===== config.mk =====
export PLATFORM = sky130hd
export DESIGN_NAME = press_click_longpress_qualifier
export DESIGN_NICKNAME = d
export VERILOG_FILES = /design/src/pcq_pkg.sv /design/src/pcq_cfg.sv /design/src/pcq_core.sv /design/src/press_click_longpress_qualifier.sv
export SDC_FILE = /design/constraint.sdc
export NUM_CORES = 1
export LEC_CHECK = 0
export ABC_AREA = 1
export BUFFER_PORTS_ARGS = -buffer_cell sky130_fd_sc_hd__buf_4
export CORE_MARGIN = 8
export CORE_UTILIZATION = 40
export DETAILED_ROUTE_END_ITERATION = 6
export PLACE_DENSITY = 0.66
export SLEW_MARGIN = 10
export SYNTH_ARGS = -nofsm -noshare
export SYNTH_HDL_FRONTEND = slang
export SYNTH_SLANG_ARGS = --single-unit

===== constraint.sdc =====
create_clock -name clk -period 15.3 [get_ports clk]
set_input_delay 0.765 -clock clk [delete_from_list [all_inputs] [get_ports clk]]
set_output_delay 0.765 -clock clk [all_outputs]
set_load 0.05 [all_outputs]

===== src/pcq_pkg.sv =====
// Package: shared types and constants for the press/click/long-press qualifier.
`default_nettype none

package pcq_pkg;

    localparam int TimeW    = 32;
    localparam int SampleW  = 12;
    localparam int MsgW     = 8;
    localparam int CfgIdxW  = 3;
    localparam int CfgDataW = 32;

    // Event codes carried on the output tuser
    typedef enum logic [1:0] {
        EV_NONE  = 2'd0,
        EV_CLICK = 2'd1,
        EV_LONG  = 2'd2,
        EV_SLEEP = 2'd3
    } event_kind_t;

    // Configuration register indexes
    localparam logic [CfgIdxW-1:0] REG_PRESS_TH   = 3'd0;
    localparam logic [CfgIdxW-1:0] REG_RELEASE_TH = 3'd1;
    localparam logic [CfgIdxW-1:0] REG_LONG_TIME  = 3'd2;
    localparam logic [CfgIdxW-1:0] REG_SLEEP_TIME = 3'd3;
    localparam logic [CfgIdxW-1:0] REG_INTERVAL   = 3'd4;
    localparam logic [CfgIdxW-1:0] REG_MSG_COUNT  = 3'd5;

    typedef struct packed {
        logic [SampleW-1:0] press_threshold;
        logic [SampleW-1:0] release_threshold;
        logic [TimeW-1:0]   long_press_time;
        logic [TimeW-1:0]   sleep_timeout;
        logic [TimeW-1:0]   sample_interval;
        logic [MsgW-1:0]    message_count;
    } cfg_t;

    typedef struct packed {
        event_kind_t       event_kind;
        logic [MsgW-1:0]   message_index;
        logic              is_sleeping;
        logic              is_pressed;
    } result_t;

endpackage

`default_nettype wire


===== src/pcq_cfg.sv =====
// Configuration register file for the qualifier thresholds and timers.
`default_nettype none

module pcq_cfg
    import pcq_pkg::*;
(
    input  wire logic                clk,
    input  wire logic                rst_n,
    input  wire logic                cfg_we,
    input  wire logic [CfgIdxW-1:0]  cfg_index,
    input  wire logic [CfgDataW-1:0] cfg_data,
    output cfg_t                     cfg
);

    cfg_t cfg_reg;

    // Register writes, no read-back
    always_ff @(posedge clk or negedge rst_n)
    begin
        if (!rst_n)
        begin
            cfg_reg.press_threshold   <= 12'd3300;
            cfg_reg.release_threshold <= 12'd3980;
            cfg_reg.long_press_time   <= 32'd2000;
            cfg_reg.sleep_timeout     <= 32'd120000;
            cfg_reg.sample_interval   <= 32'd50;
            cfg_reg.message_count     <= 8'd18;
        end
        else if (cfg_we)
        begin
            case (cfg_index)
                REG_PRESS_TH:   cfg_reg.press_threshold   <= cfg_data[SampleW-1:0];
                REG_RELEASE_TH: cfg_reg.release_threshold <= cfg_data[SampleW-1:0];
                REG_LONG_TIME:  cfg_reg.long_press_time   <= cfg_data[TimeW-1:0];
                REG_SLEEP_TIME: cfg_reg.sleep_timeout     <= cfg_data[TimeW-1:0];
                REG_INTERVAL:   cfg_reg.sample_interval   <= cfg_data[TimeW-1:0];
                REG_MSG_COUNT:  cfg_reg.message_count     <= cfg_data[MsgW-1:0];
                default:        ;
            endcase
        end
    end

    assign cfg = cfg_reg;

endmodule

`default_nettype wire


===== src/pcq_core.sv =====
// Press state, timers and message index: next-state and result logic for one sample.
`default_nettype none

module pcq_core
    import pcq_pkg::*;
(
    input  wire logic               clk,
    input  wire logic               rst_n,
    input  wire cfg_t               cfg,
    input  wire logic               item_take,
    input  wire logic [TimeW-1:0]   now_time,
    input  wire logic [SampleW-1:0] force_sample,
    output logic                    keep,
    output result_t                 result
);

    logic              press_active_reg, press_active_next;
    logic              long_fired_reg,   long_fired_next;
    logic              asleep_reg,       asleep_next;
    logic [MsgW-1:0]   cur_msg_reg,      cur_msg_next;
    logic [TimeW-1:0]  last_touch_reg,   last_touch_next;
    logic [TimeW-1:0]  last_accept_reg;
    logic [TimeW-1:0]  press_begin_reg,  press_begin_next;

    logic              is_press;
    logic              is_release;
    logic [TimeW-1:0]  held_time;
    logic [TimeW-1:0]  idle_time;
    logic [MsgW:0]     click_idx;
    logic              small_count;
    event_kind_t       kind;

    // Rate gate: drop samples that come too soon after the last kept one
    assign keep = ((now_time - last_accept_reg) >= cfg.sample_interval);

    assign is_press   = (force_sample <= cfg.press_threshold);
    assign is_release = (force_sample >= cfg.release_threshold);
    // Held time is zero on the first sample of a press
    assign held_time  = press_active_reg ? (now_time - press_begin_reg) : '0;
    assign small_count = (cfg.message_count < 8'd2);

    // Click advances the index, wrapping back to 1
    always_comb
    begin
        click_idx = {1'b0, cur_msg_reg} + 9'd1;
        if (click_idx >= {1'b0, cfg.message_count})
        begin
            click_idx = 9'd1;
        end
    end

    // Next state
    always_comb
    begin
        press_active_next = press_active_reg;
        long_fired_next   = long_fired_reg;
        asleep_next       = asleep_reg;
        cur_msg_next      = cur_msg_reg;
        last_touch_next   = last_touch_reg;
        press_begin_next  = press_begin_reg;
        kind              = EV_NONE;

        if (is_press)
        begin
            press_active_next = 1'b1;
            last_touch_next   = now_time;
            if (!press_active_reg)
            begin
                long_fired_next  = 1'b0;
                press_begin_next = now_time;
            end
            if (!long_fired_next && (held_time >= cfg.long_press_time))
            begin
                long_fired_next = 1'b1;
                asleep_next     = 1'b0;
                kind            = EV_LONG;
            end
        end
        else if (press_active_reg && is_release)
        begin
            press_active_next = 1'b0;
            long_fired_next   = 1'b0;
            last_touch_next   = now_time;
            if (!long_fired_reg)
            begin
                kind = EV_CLICK;
                if (small_count)
                begin
                    cur_msg_next = '0;
                    asleep_next  = 1'b1;
                end
                else
                begin
                    cur_msg_next = click_idx[MsgW-1:0];
                    asleep_next  = 1'b0;
                end
            end
        end

        // Idle timeout back to the sleep message
        if (!asleep_next && !press_active_next &&
            (idle_time >= cfg.sleep_timeout))
        begin
            cur_msg_next = '0;
            asleep_next  = 1'b1;
            kind         = EV_SLEEP;
        end
    end

    assign idle_time = now_time - last_touch_next;

    assign result.event_kind    = kind;
    assign result.message_index = cur_msg_next;
    assign result.is_sleeping   = asleep_next;
    assign result.is_pressed    = press_active_next;

    // State registers, updated only on kept samples
    always_ff @(posedge clk or negedge rst_n)
    begin
        if (!rst_n)
        begin
            press_active_reg <= 1'b0;
            long_fired_reg   <= 1'b0;
            asleep_reg       <= 1'b1;
            cur_msg_reg      <= '0;
            last_touch_reg   <= '0;
            last_accept_reg  <= '0;
            press_begin_reg  <= '0;
        end
        else if (item_take && keep)
        begin
            press_active_reg <= press_active_next;
            long_fired_reg   <= long_fired_next;
            asleep_reg       <= asleep_next;
            cur_msg_reg      <= cur_msg_next;
            last_touch_reg   <= last_touch_next;
            last_accept_reg  <= now_time;
            press_begin_reg  <= press_begin_next;
        end
    end

`ifndef ASSERT_OFF
    a_long_needs_press: assert property (@(posedge clk) disable iff (!rst_n)
        long_fired_reg |-> press_active_reg)
        else $error("long-press flag set without an active press");

    a_asleep_msg_zero: assert property (@(posedge clk) disable iff (!rst_n)
        asleep_reg |-> (cur_msg_reg == '0))
        else $error("asleep with a nonzero message index");

    a_sleep_result: assert property (@(posedge clk) disable iff (!rst_n)
        (item_take && keep && (result.event_kind == EV_SLEEP)) |->
        ((result.message_index == '0) && result.is_sleeping && !result.is_pressed))
        else $error("sleep event with inconsistent result fields");

    a_drop_holds_state: assert property (@(posedge clk) disable iff (!rst_n)
        (item_take && !keep) |=>
        ($stable(press_active_reg) && $stable(cur_msg_reg) && $stable(last_accept_reg)))
        else $error("dropped sample changed the state");
`endif

endmodule

`default_nettype wire


===== src/press_click_longpress_qualifier.sv =====
// Top level: stream ports, input register, qualifier core and result register.
// A kept request passes the input register and then the result register, where it waits for m_tready.
// Throughput: one request per cycle unless the output stalls; the state update is one compare/subtract pass.
// Requests arriving before the sample interval has elapsed are dropped, no result.
// Reset (rst_n, async, active low): idle, asleep at index 0, registers at defaults.
// No clearing pass; the block accepts requests right after reset.
`default_nettype none

module press_click_longpress_qualifier
    import pcq_pkg::*;
(
    input  wire logic                clk,
    input  wire logic                rst_n,
    // configuration write port
    input  wire logic                cfg_we,
    input  wire logic [CfgIdxW-1:0]  cfg_index,
    input  wire logic [CfgDataW-1:0] cfg_data,
    // input stream
    input  wire logic                s_tvalid,
    output logic                     s_tready,
    input  wire logic [47:0]         s_tdata,   // [31:0] now_time, [43:32] force_sample
    // result stream
    output logic                     m_tvalid,
    input  wire logic                m_tready,
    output logic [15:0]              m_tdata,   // [7:0] message_index, [8] is_sleeping,
                                                // [9] is_pressed
    output logic [1:0]               m_tuser    // [1:0] event_kind
);

    cfg_t               cfg;
    logic               in_valid_reg;
    logic [TimeW-1:0]   now_reg;
    logic [SampleW-1:0] sample_reg;
    logic               keep;
    logic               take;
    logic               out_free;
    logic               out_load;
    logic               s_fire;
    result_t            result;
    logic               out_valid_reg;
    result_t            out_reg;

    pcq_cfg u_cfg (
        .clk       (clk),
        .rst_n     (rst_n),
        .cfg_we    (cfg_we),
        .cfg_index (cfg_index),
        .cfg_data  (cfg_data),
        .cfg       (cfg)
    );

    pcq_core u_core (
        .clk          (clk),
        .rst_n        (rst_n),
        .cfg          (cfg),
        .item_take    (take),
        .now_time     (now_reg),
        .force_sample (sample_reg),
        .keep         (keep),
        .result       (result)
    );

    // Handshake: dropped samples need no result slot
    assign out_free = !out_valid_reg || m_tready;
    assign take     = in_valid_reg && (!keep || out_free);
    assign out_load = take && keep;
    assign s_tready = !in_valid_reg || take;
    assign s_fire   = s_tvalid && s_tready;

    // Input register
    always_ff @(posedge clk or negedge rst_n)
    begin
        if (!rst_n)
        begin
            in_valid_reg <= 1'b0;
        end
        else if (s_fire)
        begin
            in_valid_reg <= 1'b1;
        end
        else if (take)
        begin
            in_valid_reg <= 1'b0;
        end
    end

    always_ff @(posedge clk)
    begin
        if (s_fire)
        begin
            now_reg    <= s_tdata[TimeW-1:0];
            sample_reg <= s_tdata[TimeW+SampleW-1:TimeW];
        end
    end

    // Result register
    always_ff @(posedge clk or negedge rst_n)
    begin
        if (!rst_n)
        begin
            out_valid_reg <= 1'b0;
        end
        else if (out_load)
        begin
            out_valid_reg <= 1'b1;
        end
        else if (m_tready)
        begin
            out_valid_reg <= 1'b0;
        end
    end

    always_ff @(posedge clk)
    begin
        if (out_load)
        begin
            out_reg <= result;
        end
    end

    assign m_tvalid = out_valid_reg;
    assign m_tuser  = out_reg.event_kind;
    assign m_tdata  = {6'd0, out_reg.is_pressed, out_reg.is_sleeping, out_reg.message_index};

endmodule

`default_nettype wire

After elaboration in Yosys (flattened, before gate mapping). Index checks and enable logic that the tools add are counted.

Register bits after elaboration: 293. Input port bits: 88. Word-level logic and storage cells: 96. Output and inout port bits: 20.

Equal/unequal tests: 5. Multiplexer cells: 30. Reductions and logical operators: 28. Order comparisons: 7. Add/subtract/negate cells: 4. Bitwise gates (word level): 1.

Operators by type and width (number): $ge A32 B32 Y1 (3); $mux W32 (3); $sub A32 B32 Y32 (3); $mux W8 (6); $mux W1 (18); $reduce_and A2 Y1 (7); $ge A12 B12 Y1 (1); $le A12 B12 Y1 (1); $add A8 B1 Y9 const B (1); $ge A9 B8 Y1 (1); $lt A8 B2 Y1 const B (1); $logic_and A1 B1 Y1 (7); $eq A3 B2 Y1 const B (2); $eq A3 B3 Y1 const B (2); $logic_not A1 Y1 (6); $mux W2 (3); $reduce_bool A2 Y1 (3); $eq A3 B1 Y1 const B (1); $logic_not A3 Y1 (1); $logic_or A1 B1 Y1 (3); $reduce_and A3 Y1 (1); $not A1 Y1 (1).

Longest topological paths before layout.
Word-level depth: 10. Gate-level depth with buffers: 41. Depth with buffers taken out: 41.

Hierarchy. Synthesis repeated with hierarchy kept, for this count alone.

Cell total of the unflattened synthesis: 2622. Area total of the unflattened synthesis: 20303.2 um^2.

By module, submodules not included: pcq_core (cells an instance 1979, times used 1, area each 13299.0 um^2, seq. area each 2678.8 um^2); pcq_cfg (cells an instance 565, times used 1, area each 5163.7 um^2, seq. area each 3241.9 um^2); press_click_longpress_qualifier (cells an instance 78, times used 1, area each 1840.5 um^2, seq. area each 1731.7 um^2).

Worst setup path after synthesis. No wires, ideal clock.

Path type: register to register. From: register now_reg[2]. To: register now_reg[0], enable pin. Arrival: 5097 ps. Period minus slack after synthesis: 5556 ps. Path slack: 9744 ps. Setup time: 460 ps. Data required time: 14840 ps. Buffers on the path: 0. Cell stages (with the launch flop): 21. Cells stage by stage: edfxtp_1 -> ha_1 -> a21oi_1 -> o21ai_0 -> a21oi_1 -> inv_1 -> a21oi_1 -> nor2_1 -> nand2_1 -> nand2_1 -> a21oi_1 -> o21ai_0 -> xor2_1 -> ha_1 -> a21oi_1 -> o21ai_0 -> a21oi_1 -> nand4_1 -> nand2_1 -> inv_1 -> a21oi_1.

Cells in the longest elaborated chain, start to end: 7.

Ends and longest elaborated chain: start: declaration (RTL line press_click_longpress_qualifier.sv:32) `logic [TimeW-1:0] now_reg;`; start signal: assignment (RTL line press_click_longpress_qualifier.sv:91) `now_reg <= s_tdata[TimeW-1:0];`; $sub A32 B32 Y32 (RTL line pcq_core.sv:34) `assign keep = ((now_time - last_accept_reg) >= cfg.sample_interval);`; $ge A32 B32 Y1 (RTL line pcq_core.sv:34); $logic_not A1 Y1 (RTL line press_click_longpress_qualifier.sv:65) `assign take = in_valid_reg && (!keep || out_free);`; $logic_or A1 B1 Y1 (RTL line press_click_longpress_qualifier.sv:65); $logic_and A1 B1 Y1 (RTL line press_click_longpress_qualifier.sv:65); $logic_or A1 B1 Y1 (RTL line press_click_longpress_qualifier.sv:67) `assign s_tready = !in_valid_reg || take;`; $logic_and A1 B1 Y1 (RTL line press_click_longpress_qualifier.sv:68) `assign s_fire = s_tvalid && s_tready;`; named net s_fire (RTL line press_click_longpress_qualifier.sv:38) `logic s_fire;`.

The timed path passes the listed nets, and every way through them passes these cells. A chain may end at the register's enable or synchronous reset.

==> metrics.md <==
| Metric | Value |
|---|---|
| Status | `complete, no violations` |
| DRT Pass-1 Iters | `7` |
| Clock Path Buffers | `3` |
| Drt drc | `0` |
| Final net count | `2890` |
| GRT Total Usage | `19.3%` |
| Starting density of the core | `40.3%` |
| CP peak stage delay | `around 0.77 ns` |
| Finished Core Util | `45.5%` |
| Mean Syn Cell Area | `about 7.9 µm²` |
| Top achievable clock speed | `between 0.1 and 0.15 GHz` |
| Vias/cell | `between 5 and 6` |
| Period minus WS final | `7.00 ns` |
| Netlist cell types | `53` |
| I/O pin cnt | `between 100 and 150` |
| Crit path capture type | `register` |
| Pleak | `11.0 nW` |
| Pin count of the biggest net entering global routing | `between 100 and 150` |
| Fin Clk Skew | `0.0210 ns` |
| Top cell by count, worst path | `nand2_1` |
| CP startpoint kind | `register` |
| Async SR Flop Fraction | `80.9%` |
| Row Count | `81` |
| Antenna cell count | `0` |
| Final setup fails | `0` |
| Yosys warning total | `0` |
| Max Cap Viol | `0` |
| Final Max Tran Viols | `0` |
| Layout cells sized above 1 | `under 10%` |
| Clock Sink Count | `293` |
| Syn Std Cell Area | `19600 µm²` |
| Chip Width | `around 240 µm` |
| Die area | `around 56000 µm²` |
| DIE HEIGHT | `237 µm` |
| Routed Antenna Nets | `0` |
| Worst-Margin Slew | `1.12 ns` |
| Vias in the first global route | `roughly 16000` |
| Register Area | `7650 µm²` |
| Maximum VDD drop | `around 0.00012 V` |
| Routed vias | `16900` |
| Port Buffer Count | `between 90 and 100` |
| H-tree depth | `2` |
| Setup CP Type | `reg -> reg` |
| Max reg flops | `128` |
| DR WL/cell | `approximately 17 µm` |
| Clk slew on worst S/H paths | `0.06 ns` |
| Peak fanout along the critical path | `60` |
| Setup tns final | `0 ns` |
| Routability cong. | `0.936` |
| Seq cells post-synth | `293` |
| Critical Path RT | `15.61 ns` |
| Arr. time, crit path | `7.32 ns` |
| Initial antenna violation count | `1` |
| Post-detailed-routing wire length | `55.3 mm` |
| Fin crit share | `45.8%` |
| GR Overflow Total | `0` |
| CTS resizes | `0` |
| Fin. Hold Viols | `0` |
| Slowest stage cell, crit path | `inv_2` |
| RSZ-0062 raised after global routing | `no` |
| Post-CTS setup buffers | `0` |
| Area of the multi-input gates | `a little over 10000 µm²` |
| Post-Syn Instances | `around 2500` |
| Worst-Skew Late Latency | `0.56 ns` |
| Core Box Area | `approximately 49000 µm²` |
| Post-CTS Hold Buffers | `0` |
| Number of synthesized flops with an enable pin | `56` |
| DR iter-0 viols | `1325` |
| Fillers | `4758` |
| Max-slew headroom | `25.4%` |
| P per Cell Area | `235 nW/µm²` |
| Worst Hold Class | `in -> async` |
| CTS buffer count | `35` |
| Area grow syn2layout | `12.9%` |
| Post-DP HPWL | `42.5 mm` |
| First-pass GRT wire length | `87.5 mm` |
| TritonCTS clock tree | `yes` |
| Register area share after synthesis | `39.0%` |
| Root Driver | `clkbuf_16` |
| Top_reg_cell synth | `dfrtp_1` |
[stage by stage]
step	std cells	power (mW)	hold slack [ns]	worst slack [ns]	cell area [µm²]
6_report	3226	5.20	0.235	8.30	22100
5_1_grt	3226	5.69	0.311	7.72	22100
4_1_cts	3226	5.19	0.271	8.26	22100
3_5_place_dp	3162	4.29	0.469	8.30	20900
3_3_place_gp	3162	4.21	0.462	8.47	20900
2_1_floorplan	2499	3.47	0.448	9.74	19600
[power breakdown]
group / switching (mW) / internal, mW / leakage [nW] / total (mW)
combinational: 2.05 / 1.08 / 6.94 / 3.12
sequential: 0.151 / 1.07 / 3.46 / 1.22
clock: 0.342 / 0.518 / 0.584 / 0.861
[worst max-delay path, delay by kind of cell (launching register included)]
| family | cells | cell delay, ns |
|---|---|---|
| DFF | 1 | 0.53 |
| and+or+nand+nor | 27 | 3.50 |
| AOI/OAI and AO/OA | 3 | 0.78 |
| adders and majority gates | 3 | 0.99 |
| buffers and inverters | 4 | 0.91 |
[path summary, 6_finish.rpt]
check,slack (ns),cells after the start,from,end
min in group clk,0.38,1,s_tdata[37],sample_reg[5]
max in group asynchronous,13.63,2,rst_n,u_cfg.cfg[86]
min,0.24,1,rst_n,u_cfg.cfg[120]
max reg2reg,8.30,37,u_cfg.cfg[115],m_tdata[7]
max,8.30,37,u_cfg.cfg[115],m_tdata[7]
min reg2reg,0.48,2,u_core.last_touch_reg[2],u_core.last_touch_reg[2]
[placed cells by master (no fill, tap or decap), drive strengths merged, types with 6 or more instances in the layout]
cell type,synthesis,routed
xnor2,19,19
buf,21,103
xor2,49,49
a21boi,6,6
conb,1,6
a31oi,11,11
edfxtp,56,56
nand4,25,25
nand2,567,567
o21a,9,9
nor2,124,124
a21oi,184,184
nor4,8,8
dfstp,32,32
clkbuf,41,52
nand3,69,69
a211oi,9,9
dfrtp,205,205
o31ai,6,6
o211ai,10,10
inv,409,410
o21ai,351,351
ha,222,222
nor3,23,23
clkinv,0,8
[cell families (layout without fill, tap and decap cells)]
kind of cell	Yosys count	in the layout	share of synthesized area, %
AOI/OAI and AO/OA	613	613	16.7
xor gates and xnor gates	68	68	3.04
adders and majority gates	225	225	14.5
buffers and inverters	471	576	9.23
DFF	293	293	39.0
other	1	6	0.0191
and+or+nand+nor	823	823	17.5
[cell usage after synthesis (6+ instances only)]
| cell type | instances | share of area (%) |
|---|---|---|
| xor2_1 | 49 | 2.2 |
| o21ai_0 | 302 | 7.7 |
| nand3_1 | 63 | 1.6 |
| clkbuf_1 | 41 | 0.78 |
| a211oi_1 | 9 | 0.34 |
| a31oi_1 | 11 | 0.35 |
| edfxtp_1 | 56 | 8.6 |
| ha_1 | 222 | 14 |
| buf_2 | 13 | 0.33 |
| dfstp_2 | 32 | 4.3 |
| dfrtp_1 | 205 | 26 |
| nor4_1 | 8 | 0.26 |
| nor2_1 | 119 | 2.3 |
| nand2_1 | 560 | 11 |
| nand2_2 | 7 | 0.22 |
| xnor2_1 | 19 | 0.85 |
| buf_4 | 7 | 0.27 |
| o31ai_1 | 6 | 0.23 |
| o21a_1 | 9 | 0.34 |
| inv_1 | 407 | 7.8 |
| nand4_1 | 23 | 0.73 |
| a21oi_1 | 182 | 4.6 |
| o211ai_1 | 9 | 0.34 |
| o21ai_1 | 47 | 1.2 |
| nor3_1 | 23 | 0.59 |
[final cells by class]
type / count / share of cell area (%)
clock inverter: 12 / 0.599
sequential: 293 / 34.6
clock buffer: 52 / 4.80
timing repair buffer: 103 / 3.53
multi-input combinational: 1735 / 46.1
inverter: 409 / 6.93
tap: 622 / 3.52
[routing by layer]
metal  share of wire (%)  GRT usage [%]  vias up
met4                 2.3           5.49        0
met3                 5.1           2.20       79
met2                  43           29.6      499
met5                   0              0        -
met1                  50           28.4     7960
li1                    -              -     8391
No activity file was read; power rests on OpenSTA's default activity.
